--- src/sv/frx_pkg.sv ---
// frx_pkg: shared types and constants for the frame receiver
// holds phase and status codes, field widths and default parameters
// no dependencies
package frx_pkg;

    localparam int FRX_FIFO_DEPTH = 256;
    localparam int BYTE_W         = 8;
    localparam int FILL_W         = 9;

    localparam logic [BYTE_W-1:0] FRAME_START_RESET = 8'd17;

    localparam logic KIND_LINK = 1'b0;
    localparam logic KIND_POP  = 1'b1;

    typedef enum logic [1:0] {
        PH_START = 2'd0,
        PH_LEN   = 2'd1,
        PH_DATA  = 2'd2,
        PH_SUM   = 2'd3
    } phase_t;

    typedef enum logic [2:0] {
        ST_OK       = 3'd0,
        ST_GOOD     = 3'd1,
        ST_BADSTART = 3'd2,
        ST_CKFAIL   = 3'd3,
        ST_OVERFLOW = 3'd4,
        ST_EMPTY    = 3'd5
    } status_t;

endpackage

--- src/sv/frame_receiver_with_fifo.sv ---
// frame_receiver_with_fifo: frame parser with sum-8 checksum and payload ring fifo
// depends on frx_pkg and frx_fifo_mem
//
// Link bytes (kind 0) walk a parser through start byte, length byte, length
// payload bytes and an additive 8-bit checksum over start, length and payload.
// Payload bytes are appended to a ring fifo held in a synchronous memory as they
// arrive; a full fifo drops the byte (status overflow) but the byte still counts
// toward the sum and the length. A wrong start byte is reported as bad start and
// parsing carries on. A checksum mismatch empties the whole fifo. Pop beats
// (kind 1) return the oldest byte; popping an empty fifo returns 0 with status
// empty pop. Every input beat yields exactly one result beat carrying data_out,
// status and the fill count after that beat. Throughput is one beat per clock
// unless out_ready stalls the output: parser state and pointers update in the
// accept cycle, and the single memory read port returns pop data in the cycle
// after. Results pass through the memory read stage and the output register.
// The memory is never cleared; a checksum fail just resets the pointers.
// frame_start is written with cfg_wr_en and takes effect on the next link beat.
module frame_receiver_with_fifo
    import frx_pkg::*;
#(
    parameter int FIFO_DEPTH = FRX_FIFO_DEPTH
)
(
    input  logic              clk,
    input  logic              rst_n,
    input  logic              cfg_wr_en,
    input  logic [BYTE_W-1:0] cfg_wr_data,
    input  logic              in_valid,
    output logic              in_ready,
    input  logic              kind,
    input  logic [BYTE_W-1:0] byte_in,
    output logic              out_valid,
    input  logic              out_ready,
    output logic [BYTE_W-1:0] data_out,
    output logic [2:0]        status,
    output logic [FILL_W-1:0] fill_count
);

    localparam int PTR_W = $clog2(FIFO_DEPTH);
    localparam int CNT_W = $clog2(FIFO_DEPTH + 1);

    localparam logic [PTR_W-1:0] PTR_LAST = PTR_W'(FIFO_DEPTH - 1);
    localparam logic [CNT_W-1:0] CNT_FULL = CNT_W'(FIFO_DEPTH);

    // configuration
    logic [BYTE_W-1:0] frame_start_reg;

    // parser and fifo control state
    phase_t            phase_reg, phase_next;
    logic [BYTE_W-1:0] left_reg, left_next;
    logic [BYTE_W-1:0] sum_reg, sum_next;
    logic [PTR_W-1:0]  wr_ptr_reg, wr_ptr_next;
    logic [PTR_W-1:0]  rd_ptr_reg, rd_ptr_next;
    logic [CNT_W-1:0]  held_reg, held_next;

    // decoded actions of the current beat
    status_t st_cur;
    logic    push;
    logic    pop_ok;
    logic    clear;

    // read stage: waits for memory read data
    logic              a_valid_reg;
    status_t           a_status_reg;
    logic [FILL_W-1:0] a_fill_reg;
    logic              a_pop_reg;

    // output register
    logic              out_valid_reg;
    logic [BYTE_W-1:0] data_out_reg;
    status_t           out_status_reg;
    logic [FILL_W-1:0] out_fill_reg;

    logic              accept;
    logic              a_advance;
    logic [BYTE_W-1:0] rd_data;

    // read stage moves on when the output register is free or being drained
    assign a_advance = a_valid_reg && (!out_valid_reg || out_ready);
    assign in_ready  = !a_valid_reg || a_advance;
    assign accept    = in_valid && in_ready;

    always_ff @(posedge clk or negedge rst_n)
    begin
        if (!rst_n)
        begin
            frame_start_reg <= FRAME_START_RESET;
        end
        else if (cfg_wr_en)
        begin
            frame_start_reg <= cfg_wr_data;
        end
    end

    // parser next state
    always_comb
    begin
        phase_next = phase_reg;
        if (kind == KIND_LINK)
        begin
            unique case (phase_reg)
                PH_START: phase_next = PH_LEN;
                PH_LEN:   phase_next = (byte_in != '0) ? PH_DATA : PH_SUM;
                PH_DATA:  phase_next = (left_reg == BYTE_W'(1)) ? PH_SUM : PH_DATA;
                PH_SUM:   phase_next = PH_START;
                default:  phase_next = PH_START;
            endcase
        end
    end

    // per-beat actions, status and datapath next values
    always_comb
    begin
        st_cur    = ST_OK;
        push      = 1'b0;
        pop_ok    = 1'b0;
        clear     = 1'b0;
        sum_next  = sum_reg;
        left_next = left_reg;
        if (kind == KIND_POP)
        begin
            if (held_reg == '0)
            begin
                st_cur = ST_EMPTY;
            end
            else
            begin
                pop_ok = 1'b1;
            end
        end
        else
        begin
            unique case (phase_reg)
                PH_START:
                begin
                    sum_next = byte_in;
                    if (byte_in != frame_start_reg)
                    begin
                        st_cur = ST_BADSTART;
                    end
                end
                PH_LEN:
                begin
                    sum_next  = sum_reg + byte_in;
                    left_next = byte_in;
                end
                PH_DATA:
                begin
                    sum_next  = sum_reg + byte_in;
                    left_next = left_reg - BYTE_W'(1);
                    if (held_reg == CNT_FULL)
                    begin
                        st_cur = ST_OVERFLOW;
                    end
                    else
                    begin
                        push = 1'b1;
                    end
                end
                PH_SUM:
                begin
                    if (sum_reg != byte_in)
                    begin
                        clear  = 1'b1;
                        st_cur = ST_CKFAIL;
                    end
                    else
                    begin
                        st_cur = ST_GOOD;
                    end
                end
                default:
                begin
                    st_cur = ST_OK;
                end
            endcase
        end
    end

    // fifo pointers and fill
    always_comb
    begin
        wr_ptr_next = wr_ptr_reg;
        rd_ptr_next = rd_ptr_reg;
        held_next   = held_reg;
        if (clear)
        begin
            wr_ptr_next = '0;
            rd_ptr_next = '0;
            held_next   = '0;
        end
        else if (push)
        begin
            wr_ptr_next = (wr_ptr_reg == PTR_LAST) ? '0 : wr_ptr_reg + PTR_W'(1);
            held_next   = held_reg + CNT_W'(1);
        end
        else if (pop_ok)
        begin
            rd_ptr_next = (rd_ptr_reg == PTR_LAST) ? '0 : rd_ptr_reg + PTR_W'(1);
            held_next   = held_reg - CNT_W'(1);
        end
    end

    always_ff @(posedge clk or negedge rst_n)
    begin
        if (!rst_n)
        begin
            phase_reg  <= PH_START;
            left_reg   <= '0;
            sum_reg    <= '0;
            wr_ptr_reg <= '0;
            rd_ptr_reg <= '0;
            held_reg   <= '0;
        end
        else if (accept)
        begin
            phase_reg  <= phase_next;
            left_reg   <= left_next;
            sum_reg    <= sum_next;
            wr_ptr_reg <= wr_ptr_next;
            rd_ptr_reg <= rd_ptr_next;
            held_reg   <= held_next;
        end
    end

    // a pop only reads entries pushed by an earlier beat, whose write has
    // already landed, so read and write never collide on one entry
    frx_fifo_mem #(
        .FIFO_DEPTH (FIFO_DEPTH)
    ) u_mem (
        .clk     (clk),
        .wr_en   (accept && push),
        .wr_addr (wr_ptr_reg),
        .wr_data (byte_in),
        .rd_en   (accept && pop_ok),
        .rd_addr (rd_ptr_reg),
        .rd_data (rd_data)
    );

    // read stage
    always_ff @(posedge clk or negedge rst_n)
    begin
        if (!rst_n)
        begin
            a_valid_reg <= 1'b0;
        end
        else if (accept)
        begin
            a_valid_reg <= 1'b1;
        end
        else if (a_advance)
        begin
            a_valid_reg <= 1'b0;
        end
    end

    always_ff @(posedge clk)
    begin
        if (accept)
        begin
            a_status_reg <= st_cur;
            a_fill_reg   <= FILL_W'(held_next);
            a_pop_reg    <= pop_ok;
        end
    end

    // output register
    always_ff @(posedge clk or negedge rst_n)
    begin
        if (!rst_n)
        begin
            out_valid_reg <= 1'b0;
        end
        else if (a_advance)
        begin
            out_valid_reg <= 1'b1;
        end
        else if (out_ready)
        begin
            out_valid_reg <= 1'b0;
        end
    end

    always_ff @(posedge clk)
    begin
        if (a_advance)
        begin
            data_out_reg   <= a_pop_reg ? rd_data : '0;
            out_status_reg <= a_status_reg;
            out_fill_reg   <= a_fill_reg;
        end
    end

    assign out_valid  = out_valid_reg;
    assign data_out   = data_out_reg;
    assign status     = out_status_reg;
    assign fill_count = out_fill_reg;

    // fill never goes past the depth
    assert property (@(posedge clk) disable iff (!rst_n)
        held_reg <= CNT_FULL)
        else $error("fifo fill exceeds depth");

    // an empty fifo has matching pointers
    assert property (@(posedge clk) disable iff (!rst_n)
        (held_reg == '0) |-> (wr_ptr_reg == rd_ptr_reg))
        else $error("pointers disagree with empty fill");

    // a memory read is only issued for a non-empty fifo
    assert property (@(posedge clk) disable iff (!rst_n)
        (accept && pop_ok) |-> (held_reg != '0))
        else $error("read issued on empty fifo");

    // a stalled read stage keeps its beat
    assert property (@(posedge clk) disable iff (!rst_n)
        (a_valid_reg && !a_advance) |=> a_valid_reg)
        else $error("read stage beat lost");

    // a checksum fail always reports an empty fifo
    assert property (@(posedge clk) disable iff (!rst_n)
        (out_valid_reg && (out_status_reg == ST_CKFAIL)) |-> (out_fill_reg == '0))
        else $error("checksum fail with nonzero fill");

endmodule

--- src/sv/frx_fifo_mem.sv ---
// frx_fifo_mem: payload byte store, one write port and one read port
// read data is registered
// depends on frx_pkg
module frx_fifo_mem
    import frx_pkg::*;
#(
    parameter int FIFO_DEPTH = FRX_FIFO_DEPTH,
    localparam int PTR_W     = $clog2(FIFO_DEPTH)
)
(
    input  logic              clk,
    input  logic              wr_en,
    input  logic [PTR_W-1:0]  wr_addr,
    input  logic [BYTE_W-1:0] wr_data,
    input  logic              rd_en,
    input  logic [PTR_W-1:0]  rd_addr,
    output logic [BYTE_W-1:0] rd_data
);

    logic [BYTE_W-1:0] mem [FIFO_DEPTH];
    logic [BYTE_W-1:0] rd_data_reg;

    always_ff @(posedge clk)
    begin
        if (wr_en)
        begin
            mem[wr_addr] <= wr_data;
        end
    end

    always_ff @(posedge clk)
    begin
        if (rd_en)
        begin
            rd_data_reg <= mem[rd_addr];
        end
    end

    assign rd_data = rd_data_reg;

endmodule
--- config.mk ---
export PLATFORM = sky130hd
export DESIGN_NAME = frame_receiver_with_fifo
export DESIGN_NICKNAME = d
export VERILOG_FILES = /design/src/sv/frx_pkg.sv /design/src/sv/frame_receiver_with_fifo.sv /design/src/sv/frx_fifo_mem.sv
export SDC_FILE = /design/constraint.sdc
export NUM_CORES = 2
export LEC_CHECK = 0
export ABC_AREA = 1
export ABC_CLOCK_PERIOD_IN_PS = 3140
export BUFFER_PORTS_ARGS = -buffer_cell sky130_fd_sc_hd__buf_4
export CELL_PAD_IN_SITES_DETAIL_PLACEMENT = 1
export CELL_PAD_IN_SITES_GLOBAL_PLACEMENT = 2
export CORE_ASPECT_RATIO = 0.75
export CORE_MARGIN = 4
export CORE_UTILIZATION = 34
export DETAILED_ROUTE_END_ITERATION = 10
export GPL_TIMING_DRIVEN = 0
export HOLD_SLACK_MARGIN = 0.06
export PLACE_DENSITY = 0.72
export SKIP_CTS_REPAIR_TIMING = 1
export SLEW_MARGIN = 25
export SYNTH_ARGS = -nofsm -noshare
export SYNTH_HDL_FRONTEND = slang
export SYNTH_HIERARCHICAL = 1
export SYNTH_SLANG_ARGS = --single-unit
--- constraint.sdc ---
create_clock -name clk -period 3.14 [get_ports clk]
set_input_delay 0.157 -clock clk [delete_from_list [all_inputs] [get_ports clk]]
set_output_delay 0.157 -clock clk [all_outputs]
set_load 0.02 [all_outputs]
==> Yosys cells after proc, flatten, opt, wreduce, memory -nomap -nowiden <==
Memories as Yosys holds them, arrays and structs flattened. A register that Yosys moved wholly into a read port is not among the register bits.
Index checks and enable logic that the tools add are counted.
{ "word_totals": {"n_memories": 1, "input_bits": 22, "regBits": 86, "out_inout_bits": 22, "ramBits": 2048} }
{ "mem_list": {"columns": ["name", "depth", "word_bits", "read_ports", "rd_clocked_by_memory_dff", "wr", "line", "text"], "rows": [
  ["u_mem.mem", 256, 8, 1, 1, 1, "frx_fifo_mem.sv:20", "logic [BYTE_W-1:0] mem [FIFO_DEPTH];"]
]} }
{ "classes": {"n_mux": 35, "n_bitwise": 1, "n_reduce_logical": 23, "n_addsub": 6, "eq_ne": 10} }
{ "op_table": {"columns": ["cell", "n"], "rows": [
  ["two-way mux 8 bit", 7],
  ["case mux 8 bit (2 select lines)", 2],
  ["two-way mux 9 bit", 3],
  ["adder 8 x 1 -> 8 bit, second input constant", 2],
  ["== test 8 bit, second input constant", 2],
  ["two-way mux 1 bit", 16],
  ["!= test 8 bit", 2],
  ["nonzero test 2 bit", 6],
  ["adder 9 x 1 -> 9 bit, second input constant", 1],
  ["== test 9 bit, second input constant", 1],
  ["logical NOT 9 bit", 1],
  ["two-way mux 3 bit", 3],
  ["case mux 3 bit (3 select lines)", 1],
  ["AND reduction 3 bit", 3],
  ["subtractor 9 x 1 -> 9 bit, second input constant", 1],
  ["adder 8 bit", 1],
  ["== test 8 x 1 -> 1 bit, second input constant", 1],
  ["case mux 2 bit (4 select lines)", 1],
  ["nonzero test 8 bit", 1],
  ["subtractor 8 x 1 -> 8 bit, second input constant", 1],
  ["== test 2 bit, second input constant", 2],
  ["logical AND 1 bit", 4],
  ["two-way mux 2 bit", 2],
  ["AND reduction 2 bit", 2],
  ["7 further kinds", 9]
]} }

==> Logic depth before layout (Yosys ltp) <==
{ "logic_depth": {"ltp_word": 8, "mapped_depth": 15, "depth_no_buf": 11} }

==> Cells and area by module <==
The synthesis kept the hierarchy.
{ "modules_own_cells": {"columns": ["mod", "area_each_um2", "seq_area_each_um2", "instances", "cells_per_inst"], "rows": [
  ["frx_fifo_mem", 83476.3, 61739.2, 1, 7003],
  ["frame_receiver_with_fifo", 4932.2, 2319.7, 1, 584]
]} }

==> Worst setup path after synthesis <==
Ideal clock, no wire load.
{ "synth_timing": {"path_kind": "register to register", "from": "reg phase_reg[0]", "to": "mem u_mem.mem[162][0], enable pin", "arrival_time_ps": 2412, "path_slack_ps": 358, "n_path_buf": 2, "t_required_ps": 2770, "path_stages_with_launch": 11, "setup_time_ps": 370, "cell_sequence": "dfrtp_1 -> inv_1 -> ha_1 -> inv_2 -> nor2_1 -> nand2_4 -> nor2_2 -> clkbuf_1 -> nand3_1 -> clkbuf_1 -> nor2_1"} }
{ "synth_between": {"elab_chain_len": 6} }
{ "synth_rtl": {"columns": ["item", "line", "text"], "rows": [
  ["start: declaration", "frame_receiver_with_fifo.sv:49", "phase_t phase_reg, phase_next;"],
  ["start signal: assignment", "frame_receiver_with_fifo.sv:217", "phase_reg <= phase_next;"],
  ["== test 2 bit", "frame_receiver_with_fifo.sv:133", "unique case (phase_reg)"],
  ["two-way mux 1 bit", "frame_receiver_with_fifo.sv:133", null],
  ["two-way mux 1 bit", "frame_receiver_with_fifo.sv:120", "if (kind == KIND_POP)"],
  ["logical AND 1 bit", "frame_receiver_with_fifo.sv:232", ".wr_en (accept && push),"],
  ["two-way mux 1 bit", "frx_fifo_mem.sv:25", "if (wr_en)"],
  ["two-way mux 1 bit (implied by the code)", "frx_fifo_mem.sv:27", "mem[wr_addr] <= wr_data;"],
  ["end: declaration", "frx_fifo_mem.sv:20", null]
]} }
Every way passes these cells.

==> impl_results.html <==
<table>
<tr><th>Metric</th><th>Value</th></tr>
<tr><th colspan="2">CTS</th></tr>
<tr><td>CTS H-tree depth</td><td>4</td></tr>
<tr><td>Clock sink count</td><td>2142</td></tr>
<tr><td>TritonCTS clock tree</td><td>built</td></tr>
<tr><td>Clock transition at the registers of the reported paths</td><td>0.06 ns</td></tr>
<tr><td>Clock root buffer</td><td>sky130_fd_sc_hd__clkbuf_16</td></tr>
<tr><td>CTS Buffer Depth</td><td>4</td></tr>
<tr><td>TritonCTS Buffers</td><td>222</td></tr>
<tr><td>Clk Latency, worst-skew pair</td><td>0.91 ns</td></tr>
<tr><th colspan="2">Worst setup path</th></tr>
<tr><td>Worst setup path category</td><td>flip-flop to flip-flop</td></tr>
<tr><td>Reg2reg start</td><td>rd_ptr_reg[0]</td></tr>
<tr><td>Setup crit start kind</td><td>flip-flop</td></tr>
<tr><td>Sequence of cells on the critical path</td><td>buf_6 -&gt; inv_4 -&gt; buf_6 -&gt; buf_6 -&gt; buf_6 -&gt; nand2_1 -&gt; nand3_1 -&gt; nand3_1 -&gt; nand3_1 -&gt; nand3_1 -&gt; nand3_2 -&gt; nand3_1 -&gt; nand2_2 -&gt; nand2_1 -&gt; nand2_2</td></tr>
<tr><td>Reg-to-reg slack, setup</td><td>-0.40 ns</td></tr>
<tr><td>Crit Reg-Reg Endpoint</td><td>u_mem/rd_data[1]</td></tr>
<tr><td>Cell with the most instances on the worst path</td><td>sky130_fd_sc_hd__nand3_1</td></tr>
<tr><td>Endpoint of the most critical setup path</td><td>u_mem/rd_data[1]</td></tr>
<tr><td>Reg2reg path depth</td><td>15</td></tr>
<tr><td>Critical Path End Type</td><td>flip-flop</td></tr>
<tr><td>WP data arrival</td><td>4.27 ns</td></tr>
<tr><td>Crit Path Max Fanout</td><td>11</td></tr>
<tr><td>Launching element of the worst setup path</td><td>rd_ptr_reg[0]</td></tr>
<tr><td>Critical path's slowest cell</td><td>sky130_fd_sc_hd__dfrtp_1</td></tr>
<tr><td>Largest stage delay, worst path</td><td>0.45 ns</td></tr>
<tr><td>CP Data Required Time</td><td>3.87 ns</td></tr>
<tr><th colspan="2">Placement</th></tr>
<tr><td>Routability congestion estimate</td><td>1.00</td></tr>
<tr><td>Number of I/O port buffers</td><td>42</td></tr>
<tr><td>Post-DP HPWL</td><td>283 mm</td></tr>
<tr><td>Total cell area at the placement stage</td><td>0.0945 mm2</td></tr>
<tr><td>Pre-CTS WS</td><td>-1.54 ns</td></tr>
<tr><td>Cell total after placement</td><td>11100</td></tr>
<tr><th colspan="2">Synth</th></tr>
<tr><td>Fraction of synthesized area in multiplexers</td><td>0.0509%</td></tr>
<tr><td>Number of distinct library cell variants in the gate-level netlist after synthesis</td><td>47</td></tr>
<tr><td>Mean post-synth cell area</td><td>11.7 um2</td></tr>
<tr><td>Netlist area before placement</td><td>0.0884 mm2</td></tr>
<tr><td>Compound-cell area share of the yosys netlist</td><td>0.480%</td></tr>
<tr><td>Most frequently used flop master after synthesis</td><td>sky130_fd_sc_hd__edfxtp_1</td></tr>
<tr><td>Ys async rst share</td><td>2.47%</td></tr>
<tr><td>Largest family of logic cells by synthesized area</td><td>simple AND/OR/NAND/NOR gates</td></tr>
<tr><td>Share of synthesized cell area in full adder, half adder and majority cells</td><td>0.292%</td></tr>
<tr><td>Number of nets in the synthesized netlist</td><td>7629</td></tr>
<tr><td>XOR/XNOR share of the synthesized area</td><td>0.178%</td></tr>
<tr><td>Post-Syn Instances</td><td>7587</td></tr>
<tr><td>Synthesis-stage register bit count</td><td>2142</td></tr>
<tr><td>Sequential element share of the synthesized area</td><td>72.5%</td></tr>
<tr><td>Post-synth EDFFs</td><td>2089</td></tr>
<tr><td>Area fraction in and, or, nand and nor cells after synthesis</td><td>23.2%</td></tr>
<tr><td>Total number of yosys warnings</td><td>6</td></tr>
<tr><th colspan="2">Timing</th></tr>
<tr><td>Max Clock Skew</td><td>0.0471 ns</td></tr>
<tr><td>Tightest Pin Transition</td><td>1.23 ns</td></tr>
<tr><td>Highest clock rate</td><td>0.282 GHz</td></tr>
<tr><td>Final setup slack of the worst path</td><td>-0.402 ns</td></tr>
<tr><td>Final Critical Period</td><td>3.54 ns</td></tr>
<tr><td>Final Hold Vio Count</td><td>0</td></tr>
<tr><td>RSZ-0062 raised after global routing</td><td>yes</td></tr>
<tr><td>Number of failing setup endpoints in the final timing report</td><td>307</td></tr>
<tr><td>Post-route clock period utilization</td><td>113%</td></tr>
<tr><td>Max transition margin</td><td>17.7%</td></tr>
<tr><td>Slew Limit Fails</td><td>0</td></tr>
<tr><th colspan="2">Power</th></tr>
<tr><td>Highest ir drop seen on vdd</td><td>481 uV</td></tr>
<tr><td>Leakage power</td><td>37.4 nW</td></tr>
<tr><td>Total power divided by cell area</td><td>885 mW/mm2</td></tr>
<tr><th colspan="2">Outcome</th></tr>
<tr><td>Failing checks</td><td>negative setup slack</td></tr>
<tr><td>Result of the run</td><td>finished, violations left</td></tr>
<tr><th colspan="2">Finish</th></tr>
<tr><td>Final non-filler cell total</td><td>11700</td></tr>
<tr><td>Share of final-layout standard cells stronger than drive strength 1</td><td>15.9%</td></tr>
<tr><td>Synth-to-Final Area Change</td><td>20.7%</td></tr>
<tr><td>Final net count</td><td>8120</td></tr>
<tr><td>Flip-flop count of the largest register after layout</td><td>2048</td></tr>
<tr><td>Final std cell area, no fill</td><td>0.107 mm2</td></tr>
<tr><td>Top register by number of flip-flops</td><td>u_mem/mem</td></tr>
<tr><th colspan="2">Route</th></tr>
<tr><td>Average wire per standard cell</td><td>34.9 um</td></tr>
<tr><td>Starting DRT DRC Count</td><td>11000</td></tr>
<tr><td>Vias after detailed routing</td><td>69100</td></tr>
<tr><td>Post-route ant nets</td><td>0</td></tr>
<tr><td>Post-detailed-routing wire length</td><td>408 mm</td></tr>
<tr><td>Detailed Routing Iterations Pass 1</td><td>7</td></tr>
<tr><td>DRC errors left</td><td>0</td></tr>
<tr><td>Detailed-route vias per instance</td><td>5.92</td></tr>
<tr><th colspan="2">GRT</th></tr>
<tr><td>Number of antenna violations at the first check in global routing</td><td>25</td></tr>
<tr><td>First-pass GRT wire length</td><td>542 mm</td></tr>
<tr><td>Pin count of the biggest net entering global routing</td><td>121</td></tr>
<tr><td>GRT Residual Overflow</td><td>0</td></tr>
<tr><td>Via count of the first global-routing pass</td><td>64600</td></tr>
<tr><td>Overall routing resource usage</td><td>29.2%</td></tr>
<tr><th colspan="2">Hold path</th></tr>
<tr><td>Worst hold path class</td><td>input port to flip-flop</td></tr>
<tr><th colspan="2">Die</th></tr>
<tr><td>Total Die Area</td><td>0.268 mm2</td></tr>
<tr><td>CORE AREA</td><td>0.258 mm2</td></tr>
<tr><td>Die Width</td><td>597 um</td></tr>
<tr><td>Initial core utilization</td><td>34.3%</td></tr>
<tr><td>Placement Rows</td><td>161</td></tr>
<tr><td>I/O pins</td><td>44</td></tr>
<tr><td>Die H</td><td>450 um</td></tr>
<tr><th colspan="2">Flow run</th></tr>
<tr><td>Number of max-capacitance violations reported</td><td>0</td></tr>
</table>
routing by layer:
metal / vias up / share of wire (%) / wire (um) / GRT usage, %
met5: - / 0.0025 / 10 / 0
met4: 2 / 4.0 / 16400 / 10.2
met3: 790 / 14 / 56700 / 8.88
met2: 4641 / 40 / 163000 / 39.6
met1: 35800 / 42 / 172000 / 43.8
li1: 27900 / - / - / -
cell families after synthesis:
family                     Yosys count
xor gates and xnor gates            18
DFF                               2142
adders and majority gates           20
and+or+nand+nor                   4715
AOI/OAI and AO/OA                   75
muxes                                4
buffers and inverters              613
final cells by class:
cell class              instances  area (um2)
fillers                     27100      151000
well taps                    3423        4280
flip-flops and latches       2142       64100
clock buffers                 279        5870
repair buffers                267        4490
diodes                         11        27.5
inverters                     115         437
plain buffers                 498        3340
clock inverters               114        1030
multi-input cells            4832       23200
worst max-delay path: cells and delay by family, from the launching register on:
| kind | cells | cell delay [ns] |
|---|---|---|
| and+or+nand+nor | 10 | 1.74 |
| buffers and inverters | 5 | 1.11 |
| DFF | 1 | 0.45 |
synthesized netlist by cell type, types with 13 or more instances:
cell type | count | share of area (%)
sky130_fd_sc_hd__nand2_1 | 2270 | 9.6
sky130_fd_sc_hd__buf_6 | 20 | 0.25
sky130_fd_sc_hd__nor2_1 | 320 | 1.4
sky130_fd_sc_hd__o21ai_0 | 24 | 0.14
sky130_fd_sc_hd__clkbuf_1 | 117 | 0.50
sky130_fd_sc_hd__a21oi_1 | 22 | 0.12
sky130_fd_sc_hd__xor2_1 | 13 | 0.13
sky130_fd_sc_hd__nand4_1 | 22 | 0.16
sky130_fd_sc_hd__dfrtp_1 | 51 | 1.4
sky130_fd_sc_hd__buf_1 | 40 | 0.17
sky130_fd_sc_hd__buf_4 | 46 | 0.39
sky130_fd_sc_hd__edfxtp_1 | 2089 | 71
sky130_fd_sc_hd__nand3_1 | 2065 | 12
sky130_fd_sc_hd__inv_1 | 105 | 0.45
sky130_fd_sc_hd__buf_2 | 274 | 1.6
sky130_fd_sc_hd__ha_1 | 19 | 0.27
stage by stage:
stage / TNS [ns] / total power [mW] / hold WS, ns / utilization [%]
floorplan: 0 / 49.1 / -0.139 / -
global placement: -3018.07 / 65.5 / 0.297 / 36.1
detailed placement: -2160.62 / 66.1 / 0.284 / 36.7
CTS: -2137.54 / 92.1 / -0.664 / 39.4
global route: -56.75 / 96.9 / 0.0944 / 41.4
finish: -21.22 / 94.5 / 0.0913 / 41.4
power breakdown:
group	switching, mW	internal (mW)
sequential	0.386	31.8
combinational	27.8	8.33
clock	11.5	14.6
total	39.7	54.8
placed cells by master, fill, tap and decap left out, drive strengths merged, types with 22 or more instances in the layout:
cell	n
a21oi	23
clkbuf	481
inv	118
nor2	324
dlygate4sd3	36
clkinv	88
buf	526
nand3	2067
o21ai	36
nand4	22
dfrtp	51
edfxtp	2089
nand2	2280
worst min path at each step:
stage / startpoint / endpoint / slack, ns / depth (start not counted)
floorplan: rst_n / a_valid_reg / -0.14 / 0
global placement: rst_n / sum_reg[4] / 0.30 / 1
detailed placement: rst_n / sum_reg[6] / 0.28 / 1
CTS: rst_n / out_valid / -0.66 / 1
global route: cfg_wr_en / frame_start_reg[6] / 0.09 / 3
finish: cfg_wr_en / frame_start_reg[6] / 0.09 / 3
(Power assumes the default switching activity.)
